File: src/hw/rtl/ese_pkg.sv
// ----------------------------------------------------------------------------
// ese_pkg
// Shared types and constants for the encoder speed estimator: sequencer
// states, result status codes, configuration register indexes, step counts.
// ----------------------------------------------------------------------------
package ese_pkg;

  // Result status codes
  localparam logic [1:0] ST_INVALID = 2'd0;
  localparam logic [1:0] ST_PRIMED  = 2'd1;
  localparam logic [1:0] ST_NO_NEW  = 2'd2;
  localparam logic [1:0] ST_READY   = 2'd3;

  // Configuration register indexes
  localparam logic [1:0] CFG_COUNTS = 2'd0;
  localparam logic [1:0] CFG_DIRINV = 2'd1;
  localparam logic [1:0] CFG_TAU    = 2'd2;

  // Configuration reset values
  localparam logic [16:0] COUNTS_RST = 17'd4096;
  localparam logic [31:0] TAU_RST    = 32'd15915;

  // 60e6 us/min times 256 (Q24.8 output scale)
  localparam logic [33:0] RPM_SCALE = 34'd15360000000;

  // Bit-serial step counts
  localparam int MUL_STEPS  = 17;  // turn count register bits
  localparam int ALPHA_BITS = 16;  // alpha quotient bits
  localparam int DIV_STEPS  = 32;  // raw speed quotient bits
  localparam int FMUL_STEPS = 16;  // alpha multiplier bits

  // Sequencer states
  typedef enum logic [3:0] {
    S_IDLE,
    S_EVAL,
    S_SETUP,
    S_MUL,
    S_RND,
    S_DIV,
    S_RAW,
    S_FSET,
    S_FMUL,
    S_FRND,
    S_FUPD,
    S_OUT
  } ese_state_e;

endpackage

File: src/hw/rtl/ese_in_if.sv
// ----------------------------------------------------------------------------
// ese_in_if
// Input channel: one encoder sample beat with valid/ready handshake.
// ----------------------------------------------------------------------------
interface ese_in_if #(
  parameter int POS_W = 16
);
  logic             valid;
  logic             ready;
  logic [POS_W-1:0] position;
  logic [31:0]      sample_seq;
  logic [15:0]      period_us;

  modport source (output valid, output position, output sample_seq, output period_us,
                  input ready);
  modport sink   (input valid, input position, input sample_seq, input period_us,
                  output ready);
endinterface

File: src/hw/rtl/ese_out_if.sv
// ----------------------------------------------------------------------------
// ese_out_if
// Output channel: one speed result beat with valid/ready handshake.
// ----------------------------------------------------------------------------
interface ese_out_if;
  logic               valid;
  logic               ready;
  logic [1:0]         status;
  logic signed [31:0] raw_speed;
  logic signed [31:0] filtered_speed;
  logic               speed_valid;

  modport source (output valid, output status, output raw_speed,
                  output filtered_speed, output speed_valid, input ready);
  modport sink   (input valid, input status, input raw_speed,
                  input filtered_speed, input speed_valid, output ready);
endinterface

File: src/hw/rtl/encoder_speed_estimator.sv
// ----------------------------------------------------------------------------
// encoder_speed_estimator
// Flow: a beat that is invalid, priming or carries no new sample goes from
//   evaluation straight to the output register; a speed update first runs
//   the bit-serial multipliers (17 steps), the raw speed divider (32 steps) and the
//   filter multiplier (16 steps), one after another on one beat at a time; no new
//   beat is taken until the result has been loaded into the output register.
// Reset: asynchronous, active low; control and estimator state and speeds clear, the config
//   registers return to their defaults, no result is pending.
// ----------------------------------------------------------------------------
module encoder_speed_estimator #(
  parameter int POSITION_BITS = 16
) (
  input  logic        clk_i,
  input  logic        rst_ni,
  ese_in_if.sink      in_if,
  ese_out_if.source   out_if,
  input  logic        cfg_we_i,
  input  logic [1:0]  cfg_idx_i,
  input  logic [31:0] cfg_data_i
);
  import ese_pkg::*;

  // position compare width: covers the field and the turn count
  localparam int CW = (POSITION_BITS > 17) ? POSITION_BITS : 17;

  // configuration
  logic [16:0] counts_q;
  logic        dir_inv_q;
  logic [31:0] tau_q;

  // estimator state
  logic [POSITION_BITS-1:0] prev_pos_q, prev_pos_d;
  logic [31:0]              prev_seq_q, prev_seq_d;
  logic [31:0]              elapsed_q, elapsed_d;
  logic signed [31:0]       raw_q, raw_d;
  logic signed [31:0]       filt_q, filt_d;
  logic                     primed_q, primed_d;
  logic                     vflag_q, vflag_d;

  // control
  ese_state_e  state_q, state_d;
  logic [4:0]  cnt_q, cnt_d;
  logic        out_valid_q, out_valid_d;

  // captured beat and result status
  logic [POSITION_BITS-1:0] pos_in_q, pos_in_d;
  logic [31:0]              seq_in_q, seq_in_d;
  logic [15:0]              period_in_q, period_in_d;
  logic [1:0]               status_q, status_d;

  // raw speed datapath
  logic [15:0] dmag_q, dmag_d;
  logic        dneg_q, dneg_d;
  logic [15:0] num_b_q, num_b_d;
  logic [49:0] num_mc_q, num_mc_d, num_acc_q, num_acc_d;
  logic [16:0] den_b_q, den_b_d;
  logic [48:0] den_mc_q, den_mc_d, den_acc_q, den_acc_d;
  logic [48:0] rem_q, rem_d;
  logic [31:0] dvd_q, dvd_d;
  logic [31:0] quo_q, quo_d;
  logic        ovf_q, ovf_d;

  // alpha divider
  logic [32:0] adiv_q, adiv_d;
  logic [32:0] arem_q, arem_d;
  logic [15:0] aquo_q, aquo_d;

  // filter datapath
  logic        fneg_q, fneg_d;
  logic [15:0] fmul_b_q, fmul_b_d;
  logic [48:0] fmc_q, fmc_d, facc_q, facc_d;
  logic [32:0] rmag_q, rmag_d;

  // output register
  logic [1:0]         res_status_q, res_status_d;
  logic signed [31:0] res_raw_q, res_raw_d;
  logic signed [31:0] res_filt_q, res_filt_d;
  logic               res_vld_q, res_vld_d;

  // combinational temporaries
  logic [CW-1:0]      pos_ext, prev_ext, cnt_ext;
  logic [32:0]        el_sum;
  logic signed [18:0] dlt, dwr, half, cnt19;
  logic [50:0]        np;
  logic [49:0]        dtry;
  logic [33:0]        atry;
  logic signed [32:0] fdiff;
  logic [48:0]        fround;
  logic signed [33:0] fnext;
  logic [15:0]        alpha;

  assign in_if.ready = (state_q == S_IDLE);

  assign out_if.valid          = out_valid_q;
  assign out_if.status         = res_status_q;
  assign out_if.raw_speed      = res_raw_q;
  assign out_if.filtered_speed = res_filt_q;
  assign out_if.speed_valid    = res_vld_q;

  // sequencer and datapath next values
  always_comb begin
    state_d      = state_q;
    cnt_d        = cnt_q;
    out_valid_d  = out_valid_q && !out_if.ready;
    prev_pos_d   = prev_pos_q;
    prev_seq_d   = prev_seq_q;
    elapsed_d    = elapsed_q;
    raw_d        = raw_q;
    filt_d       = filt_q;
    primed_d     = primed_q;
    vflag_d      = vflag_q;
    pos_in_d     = pos_in_q;
    seq_in_d     = seq_in_q;
    period_in_d  = period_in_q;
    status_d     = status_q;
    dmag_d       = dmag_q;
    dneg_d       = dneg_q;
    num_b_d      = num_b_q;
    num_mc_d     = num_mc_q;
    num_acc_d    = num_acc_q;
    den_b_d      = den_b_q;
    den_mc_d     = den_mc_q;
    den_acc_d    = den_acc_q;
    rem_d        = rem_q;
    dvd_d        = dvd_q;
    quo_d        = quo_q;
    ovf_d        = ovf_q;
    adiv_d       = adiv_q;
    arem_d       = arem_q;
    aquo_d       = aquo_q;
    fneg_d       = fneg_q;
    fmul_b_d     = fmul_b_q;
    fmc_d        = fmc_q;
    facc_d       = facc_q;
    rmag_d       = rmag_q;
    res_status_d = res_status_q;
    res_raw_d    = res_raw_q;
    res_filt_d   = res_filt_q;
    res_vld_d    = res_vld_q;

    pos_ext  = CW'(pos_in_q);
    prev_ext = CW'(prev_pos_q);
    cnt_ext  = CW'(counts_q);
    el_sum   = {1'b0, elapsed_q} + 33'(period_in_q);
    // wrap the delta into half a turn
    half     = $signed({3'b000, counts_q[16:1]});
    cnt19    = $signed({2'b00, counts_q});
    dlt      = $signed({2'b00, pos_ext[16:0]}) - $signed({2'b00, prev_ext[16:0]});
    if (dlt > half) begin
      dwr = dlt - cnt19;
    end else if (dlt < -half) begin
      dwr = dlt + cnt19;
    end else begin
      dwr = dlt;
    end
    np     = {1'b0, num_acc_q} + 51'(den_acc_q >> 1);
    dtry   = {rem_q, dvd_q[31]};
    atry   = {arem_q, 1'b0};
    fdiff  = $signed({raw_q[31], raw_q}) - $signed({filt_q[31], filt_q});
    fround = facc_q + 49'h8000;
    fnext  = fneg_q ? ($signed({filt_q[31], filt_q[31], filt_q}) - $signed({1'b0, rmag_q}))
                    : ($signed({filt_q[31], filt_q[31], filt_q}) + $signed({1'b0, rmag_q}));
    alpha  = (tau_q == 32'd0) ? 16'hFFFF : aquo_q;

    unique case (state_q)
      S_IDLE: begin
        if (in_if.valid) begin
          pos_in_d    = in_if.position;
          seq_in_d    = in_if.sample_seq;
          period_in_d = in_if.period_us;
          state_d     = S_EVAL;
        end
      end

      // validity, priming, elapsed time and delta
      S_EVAL: begin
        if (counts_q < 17'd2 || pos_ext >= cnt_ext || period_in_q == 16'd0) begin
          status_d = ST_INVALID;
          state_d  = S_OUT;
        end else if (!primed_q) begin
          prev_pos_d = pos_in_q;
          prev_seq_d = seq_in_q;
          elapsed_d  = 32'd0;
          primed_d   = 1'b1;
          status_d   = ST_PRIMED;
          state_d    = S_OUT;
        end else begin
          elapsed_d = el_sum[32] ? 32'hFFFF_FFFF : el_sum[31:0];
          if (seq_in_q == prev_seq_q) begin
            status_d = ST_NO_NEW;
            state_d  = S_OUT;
          end else begin
            dmag_d   = dwr[18] ? 16'(-dwr) : dwr[15:0];
            dneg_d   = (dwr != 19'sd0) && (dwr[18] ^ dir_inv_q);
            status_d = ST_READY;
            state_d  = S_SETUP;
          end
        end
      end

      // load the serial multipliers and the alpha divider
      S_SETUP: begin
        num_b_d   = dmag_q;
        num_mc_d  = 50'(RPM_SCALE);
        num_acc_d = '0;
        den_b_d   = counts_q;
        den_mc_d  = 49'(elapsed_q);
        den_acc_d = '0;
        adiv_d    = {1'b0, tau_q} + 33'(elapsed_q);
        arem_d    = 33'(elapsed_q);
        aquo_d    = '0;
        cnt_d     = '0;
        state_d   = S_MUL;
      end

      // shift-add: numerator and denominator; alpha division alongside
      S_MUL: begin
        if (num_b_q[0]) num_acc_d = num_acc_q + num_mc_q;
        if (den_b_q[0]) den_acc_d = den_acc_q + den_mc_q;
        num_b_d  = num_b_q >> 1;
        den_b_d  = den_b_q >> 1;
        num_mc_d = num_mc_q << 1;
        den_mc_d = den_mc_q << 1;
        if (cnt_q < 5'(ALPHA_BITS)) begin
          if (atry >= {1'b0, adiv_q}) begin
            arem_d = 33'(atry - {1'b0, adiv_q});
            aquo_d = {aquo_q[14:0], 1'b1};
          end else begin
            arem_d = atry[32:0];
            aquo_d = {aquo_q[14:0], 1'b0};
          end
        end
        cnt_d = cnt_q + 5'd1;
        if (cnt_q == 5'(MUL_STEPS - 1)) state_d = S_RND;
      end

      // add half the divisor for rounding, check quotient range
      S_RND: begin
        ovf_d   = 49'(np[50:32]) >= den_acc_q;
        rem_d   = 49'(np[50:32]);
        dvd_d   = np[31:0];
        quo_d   = '0;
        cnt_d   = '0;
        state_d = S_DIV;
      end

      // restoring division, one quotient bit per cycle
      S_DIV: begin
        if (dtry >= {1'b0, den_acc_q}) begin
          rem_d = 49'(dtry - {1'b0, den_acc_q});
          quo_d = {quo_q[30:0], 1'b1};
        end else begin
          rem_d = dtry[48:0];
          quo_d = {quo_q[30:0], 1'b0};
        end
        dvd_d = dvd_q << 1;
        cnt_d = cnt_q + 5'd1;
        if (cnt_q == 5'(DIV_STEPS - 1)) state_d = S_RAW;
      end

      // apply sign and saturate the raw speed
      S_RAW: begin
        if (ovf_q || quo_q[31]) begin
          raw_d = dneg_q ? 32'sh8000_0000 : 32'sh7FFF_FFFF;
        end else begin
          raw_d = dneg_q ? -$signed(quo_q) : $signed(quo_q);
        end
        state_d = S_FSET;
      end

      // filter error magnitude times alpha
      S_FSET: begin
        fneg_d   = fdiff[32];
        fmc_d    = 49'(fdiff[32] ? 33'(-fdiff) : fdiff);
        facc_d   = '0;
        fmul_b_d = alpha;
        cnt_d    = '0;
        state_d  = S_FMUL;
      end

      S_FMUL: begin
        if (fmul_b_q[0]) facc_d = facc_q + fmc_q;
        fmc_d    = fmc_q << 1;
        fmul_b_d = fmul_b_q >> 1;
        cnt_d    = cnt_q + 5'd1;
        if (cnt_q == 5'(FMUL_STEPS - 1)) state_d = S_FRND;
      end

      S_FRND: begin
        rmag_d  = fround[48:16];
        state_d = S_FUPD;
      end

      // filter update with saturation, commit the sample
      S_FUPD: begin
        if (fnext[33:31] == 3'b000 || fnext[33:31] == 3'b111) begin
          filt_d = fnext[31:0];
        end else begin
          filt_d = fnext[33] ? 32'sh8000_0000 : 32'sh7FFF_FFFF;
        end
        prev_pos_d = pos_in_q;
        prev_seq_d = seq_in_q;
        elapsed_d  = 32'd0;
        vflag_d    = 1'b1;
        state_d    = S_OUT;
      end

      // hand the result to the output register
      S_OUT: begin
        if (!out_valid_q || out_if.ready) begin
          res_status_d = status_q;
          res_raw_d    = raw_q;
          res_filt_d   = filt_q;
          res_vld_d    = vflag_q;
          out_valid_d  = 1'b1;
          state_d      = S_IDLE;
        end
      end

      default: state_d = S_IDLE;
    endcase
  end

  // control, configuration and estimator state
  always_ff @(posedge clk_i or negedge rst_ni) begin
    if (!rst_ni) begin
      state_q     <= S_IDLE;
      cnt_q       <= '0;
      out_valid_q <= 1'b0;
      counts_q    <= COUNTS_RST;
      dir_inv_q   <= 1'b0;
      tau_q       <= TAU_RST;
      prev_pos_q  <= '0;
      prev_seq_q  <= '0;
      elapsed_q   <= '0;
      raw_q       <= '0;
      filt_q      <= '0;
      primed_q    <= 1'b0;
      vflag_q     <= 1'b0;
    end else begin
      state_q     <= state_d;
      cnt_q       <= cnt_d;
      out_valid_q <= out_valid_d;
      prev_pos_q  <= prev_pos_d;
      prev_seq_q  <= prev_seq_d;
      elapsed_q   <= elapsed_d;
      raw_q       <= raw_d;
      filt_q      <= filt_d;
      primed_q    <= primed_d;
      vflag_q     <= vflag_d;
      if (cfg_we_i) begin
        unique case (cfg_idx_i)
          CFG_COUNTS: counts_q  <= cfg_data_i[16:0];
          CFG_DIRINV: dir_inv_q <= cfg_data_i[0];
          CFG_TAU:    tau_q     <= cfg_data_i;
          default: ;
        endcase
      end
    end
  end

  // payload registers
  always_ff @(posedge clk_i) begin
    pos_in_q     <= pos_in_d;
    seq_in_q     <= seq_in_d;
    period_in_q  <= period_in_d;
    status_q     <= status_d;
    dmag_q       <= dmag_d;
    dneg_q       <= dneg_d;
    num_b_q      <= num_b_d;
    num_mc_q     <= num_mc_d;
    num_acc_q    <= num_acc_d;
    den_b_q      <= den_b_d;
    den_mc_q     <= den_mc_d;
    den_acc_q    <= den_acc_d;
    rem_q        <= rem_d;
    dvd_q        <= dvd_d;
    quo_q        <= quo_d;
    ovf_q        <= ovf_d;
    adiv_q       <= adiv_d;
    arem_q       <= arem_d;
    aquo_q       <= aquo_d;
    fneg_q       <= fneg_d;
    fmul_b_q     <= fmul_b_d;
    fmc_q        <= fmc_d;
    facc_q       <= facc_d;
    rmag_q       <= rmag_d;
    res_status_q <= res_status_d;
    res_raw_q    <= res_raw_d;
    res_filt_q   <= res_filt_d;
    res_vld_q    <= res_vld_d;
  end

  // speed valid is sticky
  a_vflag_sticky: assert property (@(posedge clk_i) disable iff (!rst_ni)
    vflag_q |=> vflag_q)
    else $error("speed valid flag dropped");

  // a speed update needs a primed block
  a_vflag_primed: assert property (@(posedge clk_i) disable iff (!rst_ni)
    vflag_q |-> primed_q)
    else $error("speed valid without priming");

  // divider remainder stays below the divisor unless the quotient overflows
  a_div_rem: assert property (@(posedge clk_i) disable iff (!rst_ni)
    (state_q == S_DIV && !ovf_q) |-> (rem_q < den_acc_q))
    else $error("raw speed divider remainder out of range");

  // alpha divider remainder stays below the divisor
  a_alpha_rem: assert property (@(posedge clk_i) disable iff (!rst_ni)
    (state_q == S_MUL && tau_q != 32'd0) |-> (arem_q < adiv_q))
    else $error("alpha divider remainder out of range");

endmodule

File: src/flat_wrapper.sv
// flat-port wrapper written by rule: the top's interface ports become plain ports
module encoder_speed_estimator_flat import ese_pkg::*;
#(
  parameter int POSITION_BITS = 16
)
  (clk_i, rst_ni, cfg_we_i, cfg_idx_i, cfg_data_i, in_if_valid, in_if_position, in_if_sample_seq, in_if_period_us, in_if_ready, out_if_valid, out_if_status, out_if_raw_speed, out_if_filtered_speed, out_if_speed_valid, out_if_ready);
  ese_in_if #(.POS_W(16)) in_if_i ();
  ese_out_if out_if_i ();
  input  logic clk_i;
  input  logic rst_ni;
  input  logic cfg_we_i;
  input  logic [1:0] cfg_idx_i;
  input  logic [31:0] cfg_data_i;
  input wire logic [$bits(in_if_i.valid)-1:0] in_if_valid;
  input wire logic [$bits(in_if_i.position)-1:0] in_if_position;
  input wire logic [$bits(in_if_i.sample_seq)-1:0] in_if_sample_seq;
  input wire logic [$bits(in_if_i.period_us)-1:0] in_if_period_us;
  output wire logic [$bits(in_if_i.ready)-1:0] in_if_ready;
  output wire logic [$bits(out_if_i.valid)-1:0] out_if_valid;
  output wire logic [$bits(out_if_i.status)-1:0] out_if_status;
  output wire logic [$bits(out_if_i.raw_speed)-1:0] out_if_raw_speed;
  output wire logic [$bits(out_if_i.filtered_speed)-1:0] out_if_filtered_speed;
  output wire logic [$bits(out_if_i.speed_valid)-1:0] out_if_speed_valid;
  input wire logic [$bits(out_if_i.ready)-1:0] out_if_ready;
  assign in_if_i.valid = in_if_valid;
  assign in_if_i.position = in_if_position;
  assign in_if_i.sample_seq = in_if_sample_seq;
  assign in_if_i.period_us = in_if_period_us;
  assign in_if_ready = in_if_i.ready;
  assign out_if_valid = out_if_i.valid;
  assign out_if_status = out_if_i.status;
  assign out_if_raw_speed = out_if_i.raw_speed;
  assign out_if_filtered_speed = out_if_i.filtered_speed;
  assign out_if_speed_valid = out_if_i.speed_valid;
  assign out_if_i.ready = out_if_ready;
  encoder_speed_estimator #(.POSITION_BITS(POSITION_BITS)) u_core (.clk_i(clk_i), .rst_ni(rst_ni), .in_if(in_if_i), .out_if(out_if_i), .cfg_we_i(cfg_we_i), .cfg_idx_i(cfg_idx_i), .cfg_data_i(cfg_data_i));
endmodule
File: config.mk
export PLATFORM = sky130hd
export DESIGN_NAME = encoder_speed_estimator_flat
export DESIGN_NICKNAME = d
export VERILOG_FILES = /design/src/hw/rtl/ese_pkg.sv /design/src/hw/rtl/ese_in_if.sv /design/src/hw/rtl/ese_out_if.sv /design/src/hw/rtl/encoder_speed_estimator.sv /design/src/flat_wrapper.sv
export SDC_FILE = /design/constraint.sdc
export NUM_CORES = 2
export LEC_CHECK = 0
export BUFFER_PORTS_ARGS = -buffer_cell sky130_fd_sc_hd__clkbuf_2
export CAP_MARGIN = 20
export CORE_ASPECT_RATIO = 1.5
export CORE_MARGIN = 3
export CORE_UTILIZATION = 59
export CTS_BUF_LIST = sky130_fd_sc_hd__clkbuf_2 sky130_fd_sc_hd__clkbuf_4 sky130_fd_sc_hd__clkbuf_8
export DETAILED_ROUTE_END_ITERATION = 8
export PLACE_DENSITY_LB_ADDON = 0.2
export SLEW_MARGIN = 20
export SYNTH_ARGS = -nofsm -noshare
export SYNTH_HDL_FRONTEND = slang
export SYNTH_SLANG_ARGS = --single-unit
File: constraint.sdc
create_clock -name clk_i -period 16.3 [get_ports clk_i]
set_input_delay 0 -clock clk_i [delete_from_list [all_inputs] [get_ports clk_i]]
set_output_delay 0 -clock clk_i [all_outputs]
set_load 0.01 [all_outputs]
==> run summary <==
The worst hold path class is input port to flip-flop. The number of instances in the synthesized netlist came out at 6066. For this run, design rule violations remaining after detail routing come to 0.

Measured along the y axis, the die boundary spans around 390 um. The xor and xnor fraction of the mapped netlist area came out at under 10%. Counting every sink on the clock net gives roughly 900. The pre-CTS worst setup slack came out at 9.42 ns.

By area, the combinational part of the netlist is dominated by compound AO/OA/AOI/OAI gates. The tree is rooted in a sky130_fd_sc_hd__clkbuf_8. The async set or reset register ratio after synthesis is 22.9%.

The maximum number of pins on one net before global-route repair is between 100 and 150. The post-synthesis net count is 6669. The number of buffers and inverters on the critical path is 0. The global-route usage over all layers came out at a little under a third. The total negative slack is 0 ns. For this run, the leading register cell type out of synthesis is sky130_fd_sc_hd__edfxtp_1. The starting density of the core came out at 59.7%. Summed over all layers, the routed wires come to 162000 um. The arrival time at the worst endpoint is 7.58 ns. The adder and majority gate portion of the synthesized area is 10.8%. The headroom to the max-slew limit is 23.4%.

Of the total power, registers draw 28.1%. Yosys attributes the largest share of cell area to sky130_fd_sc_hd__edfxtp_1 (35%), sky130_fd_sc_hd__ha_1 (10%), sky130_fd_sc_hd__dfrtp_1 (8.3%). The clock network latency to the later pin of the worst-skew pair is ~0.90 ns. The max capacitance violation total is 0.

Clock-pin slew was measured on the worst setup and hold paths at 0.06 ns. The final antenna-violating net count came out at 0. The proportion of synthesized chip area in sequential cells came out at roughly 44%. The fill cell instance count of the final layout is 7672.

The first detailed-routing pass ran for 6 iterations. The total global routing overflow is 0. The endpoint identified for the worst register-to-register timing path is u_core.dneg_q. At the pin with the least slew margin, the transition time is 1.14 ns. The reg-to-reg critical path startpoint is u_core.pos_in_q[1]. Across the routed clock network, the largest skew measured is 0.0434 ns.

The setup slack of the critical path after layout is 9.30 ns. The critical path's largest stage delay came out at 0.59 ns. The share of total power consumed by net switching came out at 45.0%. The largest voltage drop on the vdd net is 0.121 mV. Once layout is done, the placed cells without fillers occupy approximately 67000 sq um. The share of power burned in combinational logic came out at 57.1%. The cell row count came out at 141. The via count of the first global-routing pass is 48400. The count of cells resized by post-cts repair came out at 0. The share of post-route cells with drive strength above 1 is 9.55%. The number of placed I/O pins is 172. The total via count after detailed routing is 48500. The initial antenna violation count came out at 2. Of all nets on the critical path, the largest fanout is 22. The synthesized netlist devotes 17.1% of its cell area to compound gates.

The power after layout is 0.0146 W. In this run the register-to-register setup slack is 9.30 ns. The synthesized design contains just under 700 enable-type register cells. The count of unique library cells instantiated by Yosys is 83. Setup repair after global routing left no endpoint under its margin.

The signal on the critical path passes through ha_1 > nor2b_1 > o21ai_0 > a21oi_1 > o31a_1 > o2111ai_1 > nand4_1 > a31oi_1 > xnor2_1 > ha_1 > a21o_1 > a21o_1 > a21oi_1 > and3b_1 > a221oi_1 > nand2_1 > o211ai_1 > o21ai_0 > ha_1 > nand2_1 > nor3_1 > nand3_1 > o21ai_0 > a31oi_1. The number of failing hold endpoints at the final stage is 0. The final-report setup violation count is 0. Post-CTS timing repair inserted 0 buffers for setup.

The worst setup path is launched from a flip-flop. Buffers inserted to repair hold after CTS numbered 224. Summed over all instances, the cell type with the most area after synthesis is sky130_fd_sc_hd__edfxtp_1. The first global-routing pass estimated roughly 260000 um of wire.

For this block, the initial DRC count from the detailed router was ~3800. The placed wire-length estimate after detailed placement is 112000 um. The standard cell core area came out at 98800 sq um.

The via count normalized by instance count came out at 6.17. The number of max-slew violations in the final report was 0. For this design the ratio of total power to cell area is 220 nW/um^2. Yosys printed 0 warnings. The cell area reported after detailed placement came out at 61200 sq um. The netlist area before placement came out at 59000 sq um. The net switching component of the power is 0.00659 W.

The synthesized area per cell is 9.72 sq um. The number of port buffers is 171. The worst hold path terminates at u_core.out_if.valid. Multiplexer cells account for 1.96% of the synthesized area. The synthesized design devotes to its leading area cell type 35.3% of total area.

The clock tree buffer depth came out at 3. The number of CTS-inserted buffers is 142. In this run the static leakage power is 28.0 nW. The net count of the finished layout is 7059.

The endpoint class of the critical path is a flip-flop. The startpoint of the worst hold path is out_if_ready. The worst hold path cell count came out at 4. The area growth from synthesis to layout is 13.0%. The required time at the worst-slack endpoint came out at 16.88 ns. The critical path is of the flip-flop to flip-flop type. The clock tree synthesis step divided the H-tree into 4 levels. The die outline width came out at 264 um. The kind of cell with the highest combined delay along the critical path is compound AO/OA/AOI/OAI gates. The die covers 104000 sq um. The cell count of the worst reg-to-reg path is 24.

The flow ran to the end, and the final reports show no timing, DRC or antenna violations. The final estimated routing congestion in global placement came out at 0.943. Dividing the detail-routed wire length by the instance count gives 20.6 um. TritonCTS built the clock tree. The maximum achievable frequency came out at ~0.14 GHz. The fraction of the cycle the final worst path needs is 43.0%. Counting I/O delays and the setup requirement, the final critical path takes 7.00 ns. The post-synthesis register bit count came out at 899. The fraction of power consumed by the clock network is between 10 and 15%. The simple-gate area share of the yosys netlist came out at 15.8%.

The internal power contribution is 0.00804 W. The critical path's slowest cell is sky130_fd_sc_hd__nand2_1.
[power by group through the flow]
| stage | Clock [W] | Sequential, W | Combinational [W] |
|---|---|---|---|
| after detailed placement | 0 | 0.00413 | 0.00809 |
| after global routing | 0.00230 | 0.00417 | 0.00925 |
| after floorplan | 0 | 0.00389 | 0.00631 |
| after CTS | 0.00219 | 0.00409 | 0.00821 |
| final | 0.00216 | 0.00412 | 0.00835 |
| after global placement | 0 | 0.00411 | 0.00794 |
[layout make-up]
type                    count  area [sq um]  area share, %
well taps                1287          1610           2.42
clock buffers             201          2450           3.68
multi-input cells        4668         31200           46.9
flip-flops and latches    899         26000           39.0
diodes                      2          5.00        0.00751
inverters                 305          1150           1.73
clock inverters            63           727           1.09
repair buffers            440          3460           5.20
[synth_stat cells (all sizes together), types with 50 or more instances]
cell,n
mux2,68
inv,302
a21o,191
and2,67
nand4,65
nor3,129
o21bai,50
ha,487
dfrtp,196
nand2,592
nor2,549
a31oi,61
and3,102
nand3,126
nand2b,80
xor2,204
o21ai,423
nor4,54
clkbuf,174
a21oi,464
edfxtp,693
xnor2,275
nor2b,74
o21a,62
[tightest hold or removal path, stage by stage]
cell	delay [ns]
sky130_fd_sc_hd__dlygate4sd3_1	0.53
sky130_fd_sc_hd__clkbuf_2	0.16
sky130_fd_sc_hd__nor2b_1	0.09
sky130_fd_sc_hd__o21bai_1	0.16
[cell families after synthesis]
kind of cell | count (synthesis)
flops | 899
mux | 107
xor+xnor | 479
buf+inv | 499
simple gates | 1977
compound gates | 1605
fa+ha+maj | 500
[routing by layer]
metal	vias up	GRT usage (%)	wire (um)
met3	598	4.84	8860
met4	0	18.4	10800
met5	-	0	0
met2	1775	55.1	80800
li1	23000	-	-
met1	23200	34.5	61700
[placed cells by master (no fill, tap or decap), types with 80 or more instances in the layout]
cell | netlist | routed
sky130_fd_sc_hd__inv_1 | 300 | 299
sky130_fd_sc_hd__xor2_1 | 204 | 204
sky130_fd_sc_hd__nand3_1 | 126 | 126
sky130_fd_sc_hd__a21oi_1 | 464 | 462
sky130_fd_sc_hd__edfxtp_1 | 693 | 693
sky130_fd_sc_hd__nand2_1 | 592 | 592
sky130_fd_sc_hd__ha_1 | 487 | 487
sky130_fd_sc_hd__nand2b_1 | 80 | 80
sky130_fd_sc_hd__and3_1 | 102 | 102
sky130_fd_sc_hd__nor2_1 | 549 | 542
sky130_fd_sc_hd__dfrtp_1 | 196 | 196
sky130_fd_sc_hd__clkbuf_8 | 0 | 151
sky130_fd_sc_hd__xnor2_1 | 275 | 274
sky130_fd_sc_hd__o21ai_0 | 418 | 417
sky130_fd_sc_hd__clkbuf_2 | 0 | 170
sky130_fd_sc_hd__a21o_1 | 191 | 189
sky130_fd_sc_hd__nor3_1 | 129 | 126
sky130_fd_sc_hd__dlygate4sd3_1 | 0 | 223
[sequential cells by signal, summed over array words and instances, names as in the netlist, 33 cells and up]
name / cells
u_core.num_acc_q: 34
u_core.fmc_q: 49
u_core.arem_q: 33
u_core.rem_q: 49
u_core.den_acc_q: 49
u_core.num_mc_q: 34
u_core.facc_q: 49
u_core.den_mc_q: 49
u_core.rmag_q: 33
u_core.adiv_q: 33
[stage by stage]
stage | util, % | instances | hold WS, ns
floorplan | - | 6066 | -0.296
global placement | 61.9 | 7375 | 0.160
detailed placement | 61.9 | 7375 | 0.166
CTS | 67.4 | 7863 | 0.00866
global route | 67.4 | 7865 | 0.0964
finish | 67.4 | 7865 | 0.135
[worst max-delay path by stage]
stage | from | end | slack, ns | depth (start not counted)
6_report | u_core.pos_in_q[1] | u_core.dneg_q | 9.30 | 24
5_1_grt | u_core.pos_in_q[5] | u_core.dneg_q | 8.70 | 22
4_1_cts | u_core.pos_in_q[1] | u_core.dneg_q | 9.38 | 24
3_5_place_dp | u_core.pos_in_q[1] | u_core.dneg_q | 9.42 | 24
3_3_place_gp | u_core.pos_in_q[1] | u_core.dneg_q | 9.57 | 22
2_1_floorplan | u_core.state_q[1] | u_core.dvd_q[0] | 10.06 | 4
Note: power is estimated with default switching activity, not from simulation.
